<file path="config.mk">
export PLATFORM = sky130hd
export DESIGN_NAME = sorted_unique_set_flat
export DESIGN_NICKNAME = d
export VERILOG_FILES = /design/src/sv/sus_pkg.sv /design/src/sv/sus_if.sv /design/src/sv/sorted_unique_set.sv /design/src/flat_wrapper.sv
export SDC_FILE = /design/constraint.sdc
export NUM_CORES = 2
export LEC_CHECK = 0
export BUFFER_PORTS_ARGS = -buffer_cell sky130_fd_sc_hd__buf_4
export CAP_MARGIN = 10
export CELL_PAD_IN_SITES_DETAIL_PLACEMENT = 0
export CELL_PAD_IN_SITES_GLOBAL_PLACEMENT = 2
export CORE_ASPECT_RATIO = 0.9
export CORE_MARGIN = 2
export CORE_UTILIZATION = 51
export CTS_BUF_LIST = sky130_fd_sc_hd__clkbuf_2
export DETAILED_ROUTE_END_ITERATION = 7
export PLACE_DENSITY_LB_ADDON = 0.1
export SLEW_MARGIN = 5
export SYNTH_ARGS = -nofsm -noshare
export SYNTH_HDL_FRONTEND = slang
export SYNTH_SLANG_ARGS = --single-unit
</file>
<file path="constraint.sdc">
create_clock -name clk -period 7.9 [get_ports clk]
set_input_delay 0.79 -clock clk [delete_from_list [all_inputs] [get_ports clk]]
set_output_delay 0.79 -clock clk [all_outputs]
set_load 0.01 [all_outputs]
</file>
<file path="src/sv/sus_pkg.sv">
// Shared constants, codes and types for the sorted unique set.
package sus_pkg;

	// Table size and derived widths
	localparam int CAPACITY = 32;
	localparam int ADDR_W   = (CAPACITY > 1) ? $clog2(CAPACITY) : 1;
	localparam int CNT_W    = $clog2(CAPACITY + 1);

	// Field widths fixed by the item format
	localparam int OP_W     = 2;
	localparam int VAL_W    = 32;
	localparam int IDX_W    = 5;
	localparam int STAT_W   = 3;
	localparam int OCNT_W   = 6;

	typedef enum logic [OP_W-1:0] {
		OP_INSERT = 2'd0,
		OP_REMOVE = 2'd1,
		OP_READ   = 2'd2
	} op_t;

	typedef enum logic [STAT_W-1:0] {
		STAT_INSERTED  = 3'd0,
		STAT_DUPLICATE = 3'd1,
		STAT_REMOVED   = 3'd2,
		STAT_NOT_FOUND = 3'd3,
		STAT_FULL      = 3'd4,
		STAT_READ_OK   = 3'd5,
		STAT_BAD_INDEX = 3'd6
	} status_t;

	typedef enum logic [2:0] {
		ST_IDLE,
		ST_SEARCH,
		ST_INS_SHIFT,
		ST_DEL_SHIFT,
		ST_RD_DATA,
		ST_DONE
	} state_t;

endpackage

</file>
<file path="src/sv/sus_if.sv">
// Request and response channel interfaces for the sorted unique set.
interface sus_req_if;
	logic                                valid;
	logic                                ready;
	logic [sus_pkg::OP_W-1:0]            opcode;
	logic signed [sus_pkg::VAL_W-1:0]    value;
	logic [sus_pkg::IDX_W-1:0]           index;

	modport source (output valid, output opcode, output value, output index, input ready);
	modport sink   (input valid, input opcode, input value, input index, output ready);
endinterface

interface sus_rsp_if;
	logic                                valid;
	logic                                ready;
	logic [sus_pkg::STAT_W-1:0]          status;
	logic [sus_pkg::OCNT_W-1:0]          entry_count;
	logic signed [sus_pkg::VAL_W-1:0]    read_value;

	modport source (output valid, output status, output entry_count, output read_value,
		input ready);
	modport sink   (input valid, input status, input entry_count, input read_value,
		output ready);
endinterface

</file>
<file path="src/sv/sorted_unique_set.sv">
// Sorted unique set: ascending table of distinct values in one synchronous memory.
// A read fetches the indexed entry through the registered read port; a bad index or an unused
// opcode goes straight to the result. Insert and remove run a linear search, then shift the
// entries above the position one slot, moving one entry per cycle, then register the result.
// The next beat is taken once the result sits in the response register, which waits while an
// earlier response stalls. One beat is in work at a time; reset empties the table at once.
module sorted_unique_set (
	input  logic         clk,
	input  logic         arst_n,
	sus_req_if.sink      req,
	sus_rsp_if.source    rsp
);
	import sus_pkg::*;

	state_t state_q, state_d;

	// Table memory and its registered read port
	logic signed [VAL_W-1:0] mem [CAPACITY];
	logic signed [VAL_W-1:0] rdata_s1;
	logic [ADDR_W-1:0]       rd_addr;
	logic                    wr_en;
	logic [ADDR_W-1:0]       wr_addr;
	logic signed [VAL_W-1:0] wr_data;

	// Read tracking for the compare and shift pipeline
	logic              rd_vld_s1, rd_vld_d;
	logic [ADDR_W-1:0] rd_pos_s1, rd_pos_d;

	// Walk control
	logic [CNT_W-1:0] ptr_q, ptr_d;
	logic [CNT_W-1:0] rem_q, rem_d;
	logic [CNT_W-1:0] pos_q, pos_d;
	logic [CNT_W-1:0] count_q, count_d;

	// Current beat
	logic [OP_W-1:0]         op_q, op_d;
	logic signed [VAL_W-1:0] value_q, value_d;
	status_t                 status_q, status_d;
	logic signed [VAL_W-1:0] rdval_q, rdval_d;

	// Response register
	logic                    rsp_valid_q, rsp_valid_d;
	status_t                 rsp_status_q, rsp_status_d;
	logic [OCNT_W-1:0]       rsp_count_q, rsp_count_d;
	logic signed [VAL_W-1:0] rsp_rdval_q, rsp_rdval_d;

	logic             req_fire;
	logic             idx_ok;
	logic             key_less;
	logic             key_match;
	logic             hit_stop;
	logic             end_stop;
	logic             search_done;
	logic             found;
	logic [CNT_W-1:0] pos_sel;
	logic             is_full;
	logic             rsp_free;

	assign req.ready = (state_q == ST_IDLE);
	assign req_fire  = req.valid && req.ready;
	assign idx_ok    = 32'(req.index) < 32'(count_q);
	assign rsp_free  = !rsp_valid_q || rsp.ready;
	assign is_full   = (count_q == CNT_W'(CAPACITY));

	// Compare the entry read last cycle against the search value
	assign key_less    = rdata_s1 < value_q;
	assign key_match   = rdata_s1 == value_q;
	assign hit_stop    = rd_vld_s1 && !key_less;
	assign end_stop    = !hit_stop && (ptr_q == count_q);
	assign search_done = hit_stop || end_stop;
	assign found       = hit_stop && key_match;
	assign pos_sel     = hit_stop ? CNT_W'(rd_pos_s1) : count_q;

	// Next state
	always_comb begin
		state_d = state_q;
		unique case (state_q)
			ST_IDLE: begin
				if (req_fire) begin
					case (req.opcode)
						OP_INSERT, OP_REMOVE: state_d = ST_SEARCH;
						OP_READ:              state_d = idx_ok ? ST_RD_DATA : ST_DONE;
						default:              state_d = ST_DONE;
					endcase
				end
			end
			ST_SEARCH: begin
				if (search_done) begin
					if (op_q == OP_INSERT) begin
						state_d = (found || is_full) ? ST_DONE : ST_INS_SHIFT;
					end else begin
						state_d = found ? ST_DEL_SHIFT : ST_DONE;
					end
				end
			end
			ST_INS_SHIFT: begin
				if (rem_q == '0 && !rd_vld_s1) begin
					state_d = ST_DONE;
				end
			end
			ST_DEL_SHIFT: begin
				if (rem_q == '0 && !rd_vld_s1) begin
					state_d = ST_DONE;
				end
			end
			ST_RD_DATA: state_d = ST_DONE;
			ST_DONE: begin
				if (rsp_free) begin
					state_d = ST_IDLE;
				end
			end
			default: state_d = ST_IDLE;
		endcase
	end

	// Datapath controls and register updates
	always_comb begin
		rd_addr     = ptr_q[ADDR_W-1:0];
		wr_en       = 1'b0;
		wr_addr     = rd_pos_s1;
		wr_data     = rdata_s1;
		rd_vld_d    = rd_vld_s1;
		rd_pos_d    = rd_pos_s1;
		ptr_d       = ptr_q;
		rem_d       = rem_q;
		pos_d       = pos_q;
		count_d     = count_q;
		op_d        = op_q;
		value_d     = value_q;
		status_d    = status_q;
		rdval_d     = rdval_q;
		rsp_valid_d = rsp_valid_q;
		rsp_status_d = rsp_status_q;
		rsp_count_d = rsp_count_q;
		rsp_rdval_d = rsp_rdval_q;

		// Drop the response once it is taken
		if (rsp_valid_q && rsp.ready) begin
			rsp_valid_d = 1'b0;
		end

		unique case (state_q)
			ST_IDLE: begin
				rd_addr = ADDR_W'(req.index);
				if (req_fire) begin
					op_d     = req.opcode;
					value_d  = req.value;
					rdval_d  = '0;
					ptr_d    = '0;
					rd_vld_d = 1'b0;
					status_d = STAT_BAD_INDEX;
				end
			end
			ST_SEARCH: begin
				if (search_done) begin
					rd_vld_d = 1'b0;
					pos_d    = pos_sel;
					if (op_q == OP_INSERT) begin
						if (found) begin
							status_d = STAT_DUPLICATE;
						end else if (is_full) begin
							status_d = STAT_FULL;
						end else begin
							rem_d = count_q - pos_sel;
							ptr_d = count_q - 1'b1;
						end
					end else begin
						if (found) begin
							rem_d = count_q - pos_sel - 1'b1;
							ptr_d = pos_sel + 1'b1;
						end else begin
							status_d = STAT_NOT_FOUND;
						end
					end
				end else begin
					// Advance the walk by one entry
					rd_vld_d = 1'b1;
					rd_pos_d = ptr_q[ADDR_W-1:0];
					ptr_d    = ptr_q + 1'b1;
				end
			end
			ST_INS_SHIFT: begin
				// Move each entry up one slot, top first
				if (rd_vld_s1) begin
					wr_en   = 1'b1;
					wr_addr = rd_pos_s1 + 1'b1;
					wr_data = rdata_s1;
				end
				if (rem_q != '0) begin
					rd_vld_d = 1'b1;
					rd_pos_d = ptr_q[ADDR_W-1:0];
					ptr_d    = ptr_q - 1'b1;
					rem_d    = rem_q - 1'b1;
				end else begin
					rd_vld_d = 1'b0;
					if (!rd_vld_s1) begin
						wr_en    = 1'b1;
						wr_addr  = pos_q[ADDR_W-1:0];
						wr_data  = value_q;
						count_d  = count_q + 1'b1;
						status_d = STAT_INSERTED;
					end
				end
			end
			ST_DEL_SHIFT: begin
				// Move each entry down one slot, bottom first
				if (rd_vld_s1) begin
					wr_en   = 1'b1;
					wr_addr = rd_pos_s1 - 1'b1;
					wr_data = rdata_s1;
				end
				if (rem_q != '0) begin
					rd_vld_d = 1'b1;
					rd_pos_d = ptr_q[ADDR_W-1:0];
					ptr_d    = ptr_q + 1'b1;
					rem_d    = rem_q - 1'b1;
				end else begin
					rd_vld_d = 1'b0;
					if (!rd_vld_s1) begin
						count_d  = count_q - 1'b1;
						status_d = STAT_REMOVED;
					end
				end
			end
			ST_RD_DATA: begin
				status_d = STAT_READ_OK;
				rdval_d  = rdata_s1;
			end
			ST_DONE: begin
				if (rsp_free) begin
					rsp_valid_d  = 1'b1;
					rsp_status_d = status_q;
					rsp_count_d  = OCNT_W'(count_q);
					rsp_rdval_d  = rdval_q;
				end
			end
			default: begin
				rd_vld_d = 1'b0;
			end
		endcase
	end

	// Hold the memory and its read register
	always_ff @(posedge clk) begin
		if (wr_en) begin
			mem[wr_addr] <= wr_data;
		end
		rdata_s1 <= mem[rd_addr];
	end

	// Control registers
	always_ff @(posedge clk or negedge arst_n) begin
		if (!arst_n) begin
			state_q     <= ST_IDLE;
			count_q     <= '0;
			rd_vld_s1   <= 1'b0;
			rsp_valid_q <= 1'b0;
		end else begin
			state_q     <= state_d;
			count_q     <= count_d;
			rd_vld_s1   <= rd_vld_d;
			rsp_valid_q <= rsp_valid_d;
		end
	end

	// Payload registers
	always_ff @(posedge clk) begin
		rd_pos_s1    <= rd_pos_d;
		ptr_q        <= ptr_d;
		rem_q        <= rem_d;
		pos_q        <= pos_d;
		op_q         <= op_d;
		value_q      <= value_d;
		status_q     <= status_d;
		rdval_q      <= rdval_d;
		rsp_status_q <= rsp_status_d;
		rsp_count_q  <= rsp_count_d;
		rsp_rdval_q  <= rsp_rdval_d;
	end

	assign rsp.valid       = rsp_valid_q;
	assign rsp.status      = rsp_status_q;
	assign rsp.entry_count = rsp_count_q;
	assign rsp.read_value  = rsp_rdval_q;

endmodule

</file>
<file path="src/flat_wrapper.sv">
// flat-port wrapper written by rule: the top's interface ports become plain ports
module sorted_unique_set_flat import sus_pkg::*;
  (clk, arst_n, req_valid, req_opcode, req_value, req_index, req_ready, rsp_valid, rsp_status, rsp_entry_count, rsp_read_value, rsp_ready);
  sus_req_if req_i ();
  sus_rsp_if rsp_i ();
  input  logic clk;
  input  logic arst_n;
  input wire logic [$bits(req_i.valid)-1:0] req_valid;
  input wire logic [$bits(req_i.opcode)-1:0] req_opcode;
  input wire logic [$bits(req_i.value)-1:0] req_value;
  input wire logic [$bits(req_i.index)-1:0] req_index;
  output wire logic [$bits(req_i.ready)-1:0] req_ready;
  output wire logic [$bits(rsp_i.valid)-1:0] rsp_valid;
  output wire logic [$bits(rsp_i.status)-1:0] rsp_status;
  output wire logic [$bits(rsp_i.entry_count)-1:0] rsp_entry_count;
  output wire logic [$bits(rsp_i.read_value)-1:0] rsp_read_value;
  input wire logic [$bits(rsp_i.ready)-1:0] rsp_ready;
  assign req_i.valid = req_valid;
  assign req_i.opcode = req_opcode;
  assign req_i.value = req_value;
  assign req_i.index = req_index;
  assign req_ready = req_i.ready;
  assign rsp_valid = rsp_i.valid;
  assign rsp_status = rsp_i.status;
  assign rsp_entry_count = rsp_i.entry_count;
  assign rsp_read_value = rsp_i.read_value;
  assign rsp_i.ready = rsp_ready;
  sorted_unique_set u_core (.clk(clk), .arst_n(arst_n), .req(req_i), .rsp(rsp_i));
endmodule
</file>
### Word level (Yosys, flattened, before mapping)

Memory sizes are Yosys's and may differ from the RTL's. A register that Yosys moved wholly into a read port is not among the register bits.
Index checks and enable logic that the tools add are counted.

* add/subtract/negate cells: 10
* magnitude comparators: 2
* eq/ne operators: 30
* muxes and demuxes: 70
* bitwise logic cells: 1
* reduce and logical (&&, ||, !) cells: 37

Operator list (count)
* 2-to-1 mux 32 bit: 4
* 2-to-1 mux 6 bit: 19
* case mux 32 bit (2 select lines): 1
* 2-to-1 mux 3 bit: 17
* 2-to-1 mux 5 bit: 7
* == test 32 bit: 1
* < comparator 32 bit: 1
* case mux 3 bit (5 select lines): 2
* case mux 6 bit (2 select lines): 2
* case mux 6 bit (4 select lines): 1
* subtractor 6 x 1 -> 6 bit, second input constant: 4
* case mux 5 bit (2 select lines): 2
* adder 6 x 1 -> 6 bit, second input constant: 3
* 2-to-1 mux 1 bit: 12
* inequality test 2 x 1 -> 1 bit, second input constant: 6
* inequality test 2 bit, second input constant: 6
* inequality test 4 bit, second input constant: 3
* AND reduction 2 bit: 5
* AND reduction 9 bit: 1
* AND reduction 7 bit: 1
* == test 3 x 2 -> 1 bit, second input constant: 2
* == test 3 bit, second input constant: 2
* == test 6 bit: 1
* == test 6 bit, second input constant: 1
* 30 further kinds: 46

* flip-flop bits (word level): 143
* bits in writable memories: 1024
* bits of input ports: 43
* output and inout bits: 43
* word-level logic and storage cells: 166
* memories: 1

Memory list
* u_core.mem: depth 32, bits a word 32, rd ports 1, clocked after memory_dff 1, wr ports 1, line sorted_unique_set.sv:18 `logic signed [VAL_W-1:0] mem [CAPACITY];`

### Depth between registers and ports, before layout

* depth after elaboration: 10
* depth in mapped cells: 22
* depth with buffers taken out: 20

### Worst setup path before layout

Ideal clock, no wire load.

* kind: register -> register
* start point: register u_core.value_q[31]
* end point: register u_core.rem_q[5], data pin
* library setup time: 272 ps
* data arrival time: 4333 ps
* path slack: 3296 ps
* stages on the path, launching flop included: 21
* path buffers: 2
* clock period less this slack: 4604 ps
* cell sequence: edfxtp_1 inv_1 ha_1 nand4_2 nor3_2 nand2_1 and3_1 buf_6 a21o_1 nand2_1 clkbuf_1 a21oi_1 ha_1 nand2_1 a2111oi_0 a221oi_1 o21ba_2 xnor2_1 and4bb_2 nor4bb_1 or4_1

* cells in the longest elaborated chain, start to end: 10
* elaborated cells on any way between the ends: 12
* classes of those cells: add/sub (2); order compare (1); mux (7); reduce/logical (2)

Ends and longest elaborated chain
* from (decl): line sorted_unique_set.sv:37 `logic signed [VAL_W-1:0] value_q, value_d;`
* from (signal assigned): line sorted_unique_set.sv:273 `value_q <= value_d;`
* < comparator 32 bit *: line sorted_unique_set.sv:66 `assign key_less = rdata_s1 < value_q;`
* zero test 1 bit *: line sorted_unique_set.sv:68 `assign hit_stop = rd_vld_s1 && !key_less;`
* logical AND 1 bit *: line sorted_unique_set.sv:68
* 2-to-1 mux 6 bit *: line sorted_unique_set.sv:72 `assign pos_sel = hit_stop ? CNT_W'(rd_pos_s1) : count_q;`
* subtractor 6 bit *: line sorted_unique_set.sv:164, sorted_unique_set.sv:169
* subtractor 6 x 1 -> 6 bit / 2-to-1 mux 6 bit (equally long branches): line sorted_unique_set.sv:169, sorted_unique_set.sv:161
* 2-to-1 mux 6 bit (on tied branches): line sorted_unique_set.sv:168, sorted_unique_set.sv:159
* 2-to-1 mux 6 bit *: line sorted_unique_set.sv:158 `if (op_q == OP_INSERT) begin`
* 2-to-1 mux 6 bit *: line sorted_unique_set.sv:155 `if (search_done) begin`
* case mux 6 bit (2 select lines) *: line sorted_unique_set.sv:142 `unique case (state_q)`
* named net u_core.rem_d[5]: line sorted_unique_set.sv:31 `logic [CNT_W-1:0] rem_q, rem_d;`
* to (signal assigned): line sorted_unique_set.sv:270 `rem_q <= rem_d;`
* to (decl): line sorted_unique_set.sv:31

Mark *: on every way through the listed nets, which the timed path passes. The rest lies on a longest branch. The select of a mux whose other input is x is not followed.
A chain may end at the register's enable or synchronous reset.

### Final worst setup path

* start point: register u_core.value_q[7]
* end point: register u_core.rem_q[5], data pin

Same word-level chain as after synthesis.

==> flow_results.xml <==
<?xml version="1.0" encoding="UTF-8"?>
<metrics>
  <group name="synthesis">
    <metric name="share_of_synthesized_flip_flops_with_an_asynchronous_set_or_reset" unit="%">0.917</metric>
    <metric name="synth_enable_flop_cells" unit="">1156</metric>
    <metric name="synth_compound_area_share" unit="%">12.5</metric>
    <metric name="synth_xor_area_share" unit="%">0.677</metric>
    <metric name="count_of_distinct_cell_types_in_the_synthesized_netlist" unit="">71</metric>
    <metric name="synthMuxAreaShare" unit="%">0.939</metric>
    <metric name="synthCells" unit="">3527</metric>
    <metric name="synth_seq_area_share" unit="%">72.5</metric>
    <metric name="synth_top_area_share" unit="%">70.6</metric>
    <metric name="synth.cells.most_frequent" unit="">edfxtp_1, nand2_1, a211oi_1</metric>
    <metric name="synthFlopType" unit="">edfxtp_1</metric>
    <metric name="synthesis.yosys.warnings" unit="">0</metric>
    <metric name="yosysMostFrequentCell" unit="">edfxtp_1</metric>
    <metric name="netlist_top_cells_area" unit="">edfxtp_1, a211oi_1, nand2_1, and2_1, a311oi_1</metric>
    <metric name="synth_fa_ha_area_share" unit="%">1.30</metric>
    <metric name="ys_ff_latch" unit="">1199</metric>
    <metric name="synth_top_family_by_area" unit="">compound AO/OA/AOI/OAI gates</metric>
    <metric name="synth_top_area_cell" unit="">edfxtp_1</metric>
    <metric name="yosys.area_share.simple" unit="%">9.77</metric>
    <metric name="synth_area_per_cell" unit="um^2">13.9</metric>
    <metric name="summed_instance_area_of_the_synthesized_netlist" unit="um^2">49200</metric>
    <metric name="mappedNetlistNets" unit="">3621</metric>
  </group>
  <group name="global_routing">
    <metric name="grt_antenna_before_repair" unit="">5</metric>
    <metric name="grtUsageTotal" unit="%">27.5</metric>
    <metric name="grt_remaining_overflow" unit="">0</metric>
    <metric name="grt_max_degree" unit="">158</metric>
    <metric name="grt_first_pass_wirelength" unit="mm">201</metric>
    <metric name="number_of_global_route_vias_before_repair" unit="">31500</metric>
  </group>
  <group name="clock_network">
    <metric name="clock-root-buffer" unit="">clkbuf_2</metric>
    <metric name="numCtsBuffers" unit="">316</metric>
    <metric name="clkSinkCount" unit="">1199</metric>
    <metric name="cts.clk_slew.worst_paths" unit="ns">0.12</metric>
    <metric name="tritoncts" unit="">done</metric>
    <metric name="htree_num_levels" unit="">5</metric>
    <metric name="ctsLongestPathBuffers" unit="">4</metric>
    <metric name="clk_latency_worst_skew_pair" unit="ns">1.59</metric>
    <metric name="cts_setup_buffers" unit="">0</metric>
  </group>
  <group name="pwr">
    <metric name="leakagePower" unit="nW">18.6</metric>
    <metric name="vdd.ir_drop.worst" unit="mV">0.547</metric>
    <metric name="p_per_area" unit="nW/um^2">396</metric>
    <metric name="power.total" unit="mW">21.7</metric>
  </group>
  <group name="place">
    <metric name="place.gp.congestion" unit="">0.887</metric>
    <metric name="placement.io_buffers" unit="">85</metric>
    <metric name="hpwlAfterDp" unit="mm">69.7</metric>
  </group>
  <group name="status">
    <metric name="run_status" unit="">completed</metric>
  </group>
  <group name="setup_path">
    <metric name="worst_setup_path_start_kind" unit="">flop</metric>
    <metric name="crit_type" unit="">reg2reg</metric>
    <metric name="end_kind" unit="">flop</metric>
    <metric name="critical_path_peak_fanout" unit="">11</metric>
    <metric name="cp_data_arrival_time" unit="ns">6.80</metric>
    <metric name="worst_path_required" unit="ns">9.12</metric>
  </group>
  <group name="timing">
    <metric name="tns" unit="ns">0</metric>
    <metric name="setup_repair_after_global_routing_missed_its_margin" unit="">no</metric>
    <metric name="clock.fmax" unit="MHz">179</metric>
    <metric name="timing_hold_violations_final" unit="">0</metric>
    <metric name="finalCriticalPeriod" unit="ns">5.59</metric>
    <metric name="layout_worst_path_cycle_share" unit="%">70.7</metric>
    <metric name="clock-skew-final" unit="ns">0.141</metric>
    <metric name="tightest_slew" unit="ns">1.12</metric>
    <metric name="report.final.setup_viol" unit="">0</metric>
    <metric name="final-max-slew-violation-count" unit="">0</metric>
    <metric name="max-slew-margin-rel" unit="%">25.4</metric>
  </group>
  <group name="die">
    <metric name="placeableCoreArea" unit="um^2">95900</metric>
    <metric name="floorplan.die.width" unit="um">331</metric>
    <metric name="initial_utilization" unit="%">51.2</metric>
    <metric name="ios" unit="">86</metric>
    <metric name="row_count" unit="">108</metric>
    <metric name="die_area" unit="um^2">98900</metric>
    <metric name="floorplan.die.height" unit="um">299</metric>
  </group>
  <group name="drt">
    <metric name="post_drt_via_cell_ratio" unit="">5.97</metric>
    <metric name="drc" unit="">0</metric>
    <metric name="ant_nets" unit="">0</metric>
    <metric name="wl_per_cell" unit="um">25.8</metric>
    <metric name="vias" unit="">31500</metric>
    <metric name="drt-total-wl" unit="mm">136</metric>
    <metric name="drt_pass1_iterations" unit="">6</metric>
    <metric name="drt_iter0_drc" unit="">2828</metric>
  </group>
  <group name="job">
    <metric name="number_of_violations_of_the_max_capacitance_limit" unit="">0</metric>
  </group>
  <group name="layout">
    <metric name="drive_gt1_share" unit="%">17.4</metric>
    <metric name="num-fill-cells" unit="">7941</metric>
    <metric name="final_nets" unit="">3906</metric>
    <metric name="area_growth_syn_to_layout" unit="%">11.5</metric>
  </group>
  <group name="worst_hold_path">
    <metric name="worstHoldPathType" unit="">in2reg</metric>
  </group>
</metrics>
final timing paths:
kind / startpoint / cells past startpoint / end / slack, ns
min in group asynchronous: arst_n / 3 / u_core.count_q[5]$_DFFE_PN0P_ / 0.31
setup / recovery: u_core.value_q[7]$_DFFE_PP_ / 18 / u_core.rem_q[5]$_DFFE_PP_ / 2.31
hold / removal: req_index[2] / 4 / u_core.rdata_s1[8]$_DFF_P_ / 0.16
hold reg to reg: u_core.rdval_q[3]$_SDFFCE_PN0P_ / 0 / u_core.rsp.read_value[3]$_DFFE_PP_ / 0.42
setup reg to reg: u_core.value_q[7]$_DFFE_PP_ / 18 / u_core.rem_q[5]$_DFFE_PP_ / 2.31
max in group asynchronous: arst_n / 3 / u_core.rsp.valid$_DFF_PN0_ / 7.15
power by group:
group | switching (mW) | total [mW] | internal (mW) | leakage (nW)
combinational | 6.24 | 8.92 | 2.68 | 5.68
clock | 2.45 | 4.18 | 1.73 | 2.07
sequential | 0.281 | 8.61 | 8.32 | 10.9
worst max-delay path, stage by stage, from the launching register on:
cell	delay, ns
edfxtp_1	0.36
inv_1	0.05
ha_1	0.32
a41oi_1	0.21
o21ai_0	0.18
o2bb2ai_1	0.20
o41ai_2	0.54
a21o_1	0.31
nand2_1	0.26
a21oi_1	0.49
ha_1	0.34
nand2_1	0.08
a2111oi_0	0.43
a221oi_1	0.11
o21ba_2	0.24
xnor2_1	0.21
and4bb_2	0.29
nor4bb_1	0.14
or4_1	0.52
routing by layer:
| layer | part of all wire, % | GRT usage [%] | routed length, um |
|---|---|---|---|
| met1 | 42 | 36.3 | 57700 |
| met2 | 49 | 45.5 | 66200 |
| met3 | 5.6 | 4.67 | 7670 |
| met4 | 3.4 | 11.8 | 4650 |
| met5 | 0.022 | 0 | 30 |
placed cells by master (no fill, tap or decap), drive strengths merged, types with 16 or more instances in the layout:
cell and count:
a311oi 128, edfxtp 1156, a21oi 141, a211oi 360, nand2 562, inv 61
nand3 22, dfxtp 32, nor3 16, and2 295, clkbuf 438, nor2 74
xor2 19, xnor2 19, ha 51, a21o 36, o21ai 26, mux2 33
a31oi 129, clkinv 55, dlygate4sd3 75, buf 146
timing repair:
item	CTS	global route
endpoints found under the hold margin	105	0
resized for setup	0	0
hold buffers	75	0
setup endpoints to repair	0	0
cell type report:
class	count	area, um^2	share of cell area (%)
clock buffer	438	2190	4.00
timing repair buffer	221	1980	3.62
multi-input combinational	2020	12700	23.2
clock inverter	70	484	0.883
sequential	1199	35600	65.0
antenna	5	12.5	0.0228
inverter	54	203	0.370
tap	1265	1580	2.89
sequential cells by signal, indices dropped and copies added, names as in the netlist, 2 cells and up:
register and count:
u_core.rd_pos_s1 5, u_core.value_q 32, u_core.pos_q 5, u_core.rem_q 6
u_core.rdval_q 32, u_core.ptr_q 6, u_core.mem 1024, u_core.state_q 3
u_core.rdata_s1 32, u_core.rsp.entry_count 6, u_core.op_q 2, u_core.count_q 6
u_core.status_q 3, u_core.rsp.read_value 32, u_core.rsp.status 3
cells by family (layout without fill, tap and decap cells):
group / after synthesis / in the layout
adder cells (fa/ha/maj): 51 / 51
buffers and inverters: 308 / 783
AO/OA/AOI/OAI: 866 / 866
flip-flops: 1199 / 1199
AND/OR/NAND/NOR: 1023 / 1023
multiplexers: 42 / 42
XOR/XNOR: 38 / 38
other: 0 / 5
through the flow:
| stage | worst slack [ns] | utilization, % | area (um^2) | std cells | hold WS, ns |
|---|---|---|---|---|---|
| global route | 1.93 | 57.1 | 54800 | 5270 | 0.115 |
| CTS | 2.37 | 57.1 | 54800 | 5267 | 0.00413 |
| finish | 2.31 | 57.1 | 54800 | 5272 | 0.163 |
| global placement | 2.71 | 53.5 | 51400 | 4684 | 0.408 |
| detailed placement | 2.46 | 53.5 | 51400 | 4684 | 0.405 |
| floorplan | 3.30 | - | 49200 | 3527 | 0.400 |
No activity file was read; power rests on OpenSTA's default activity.
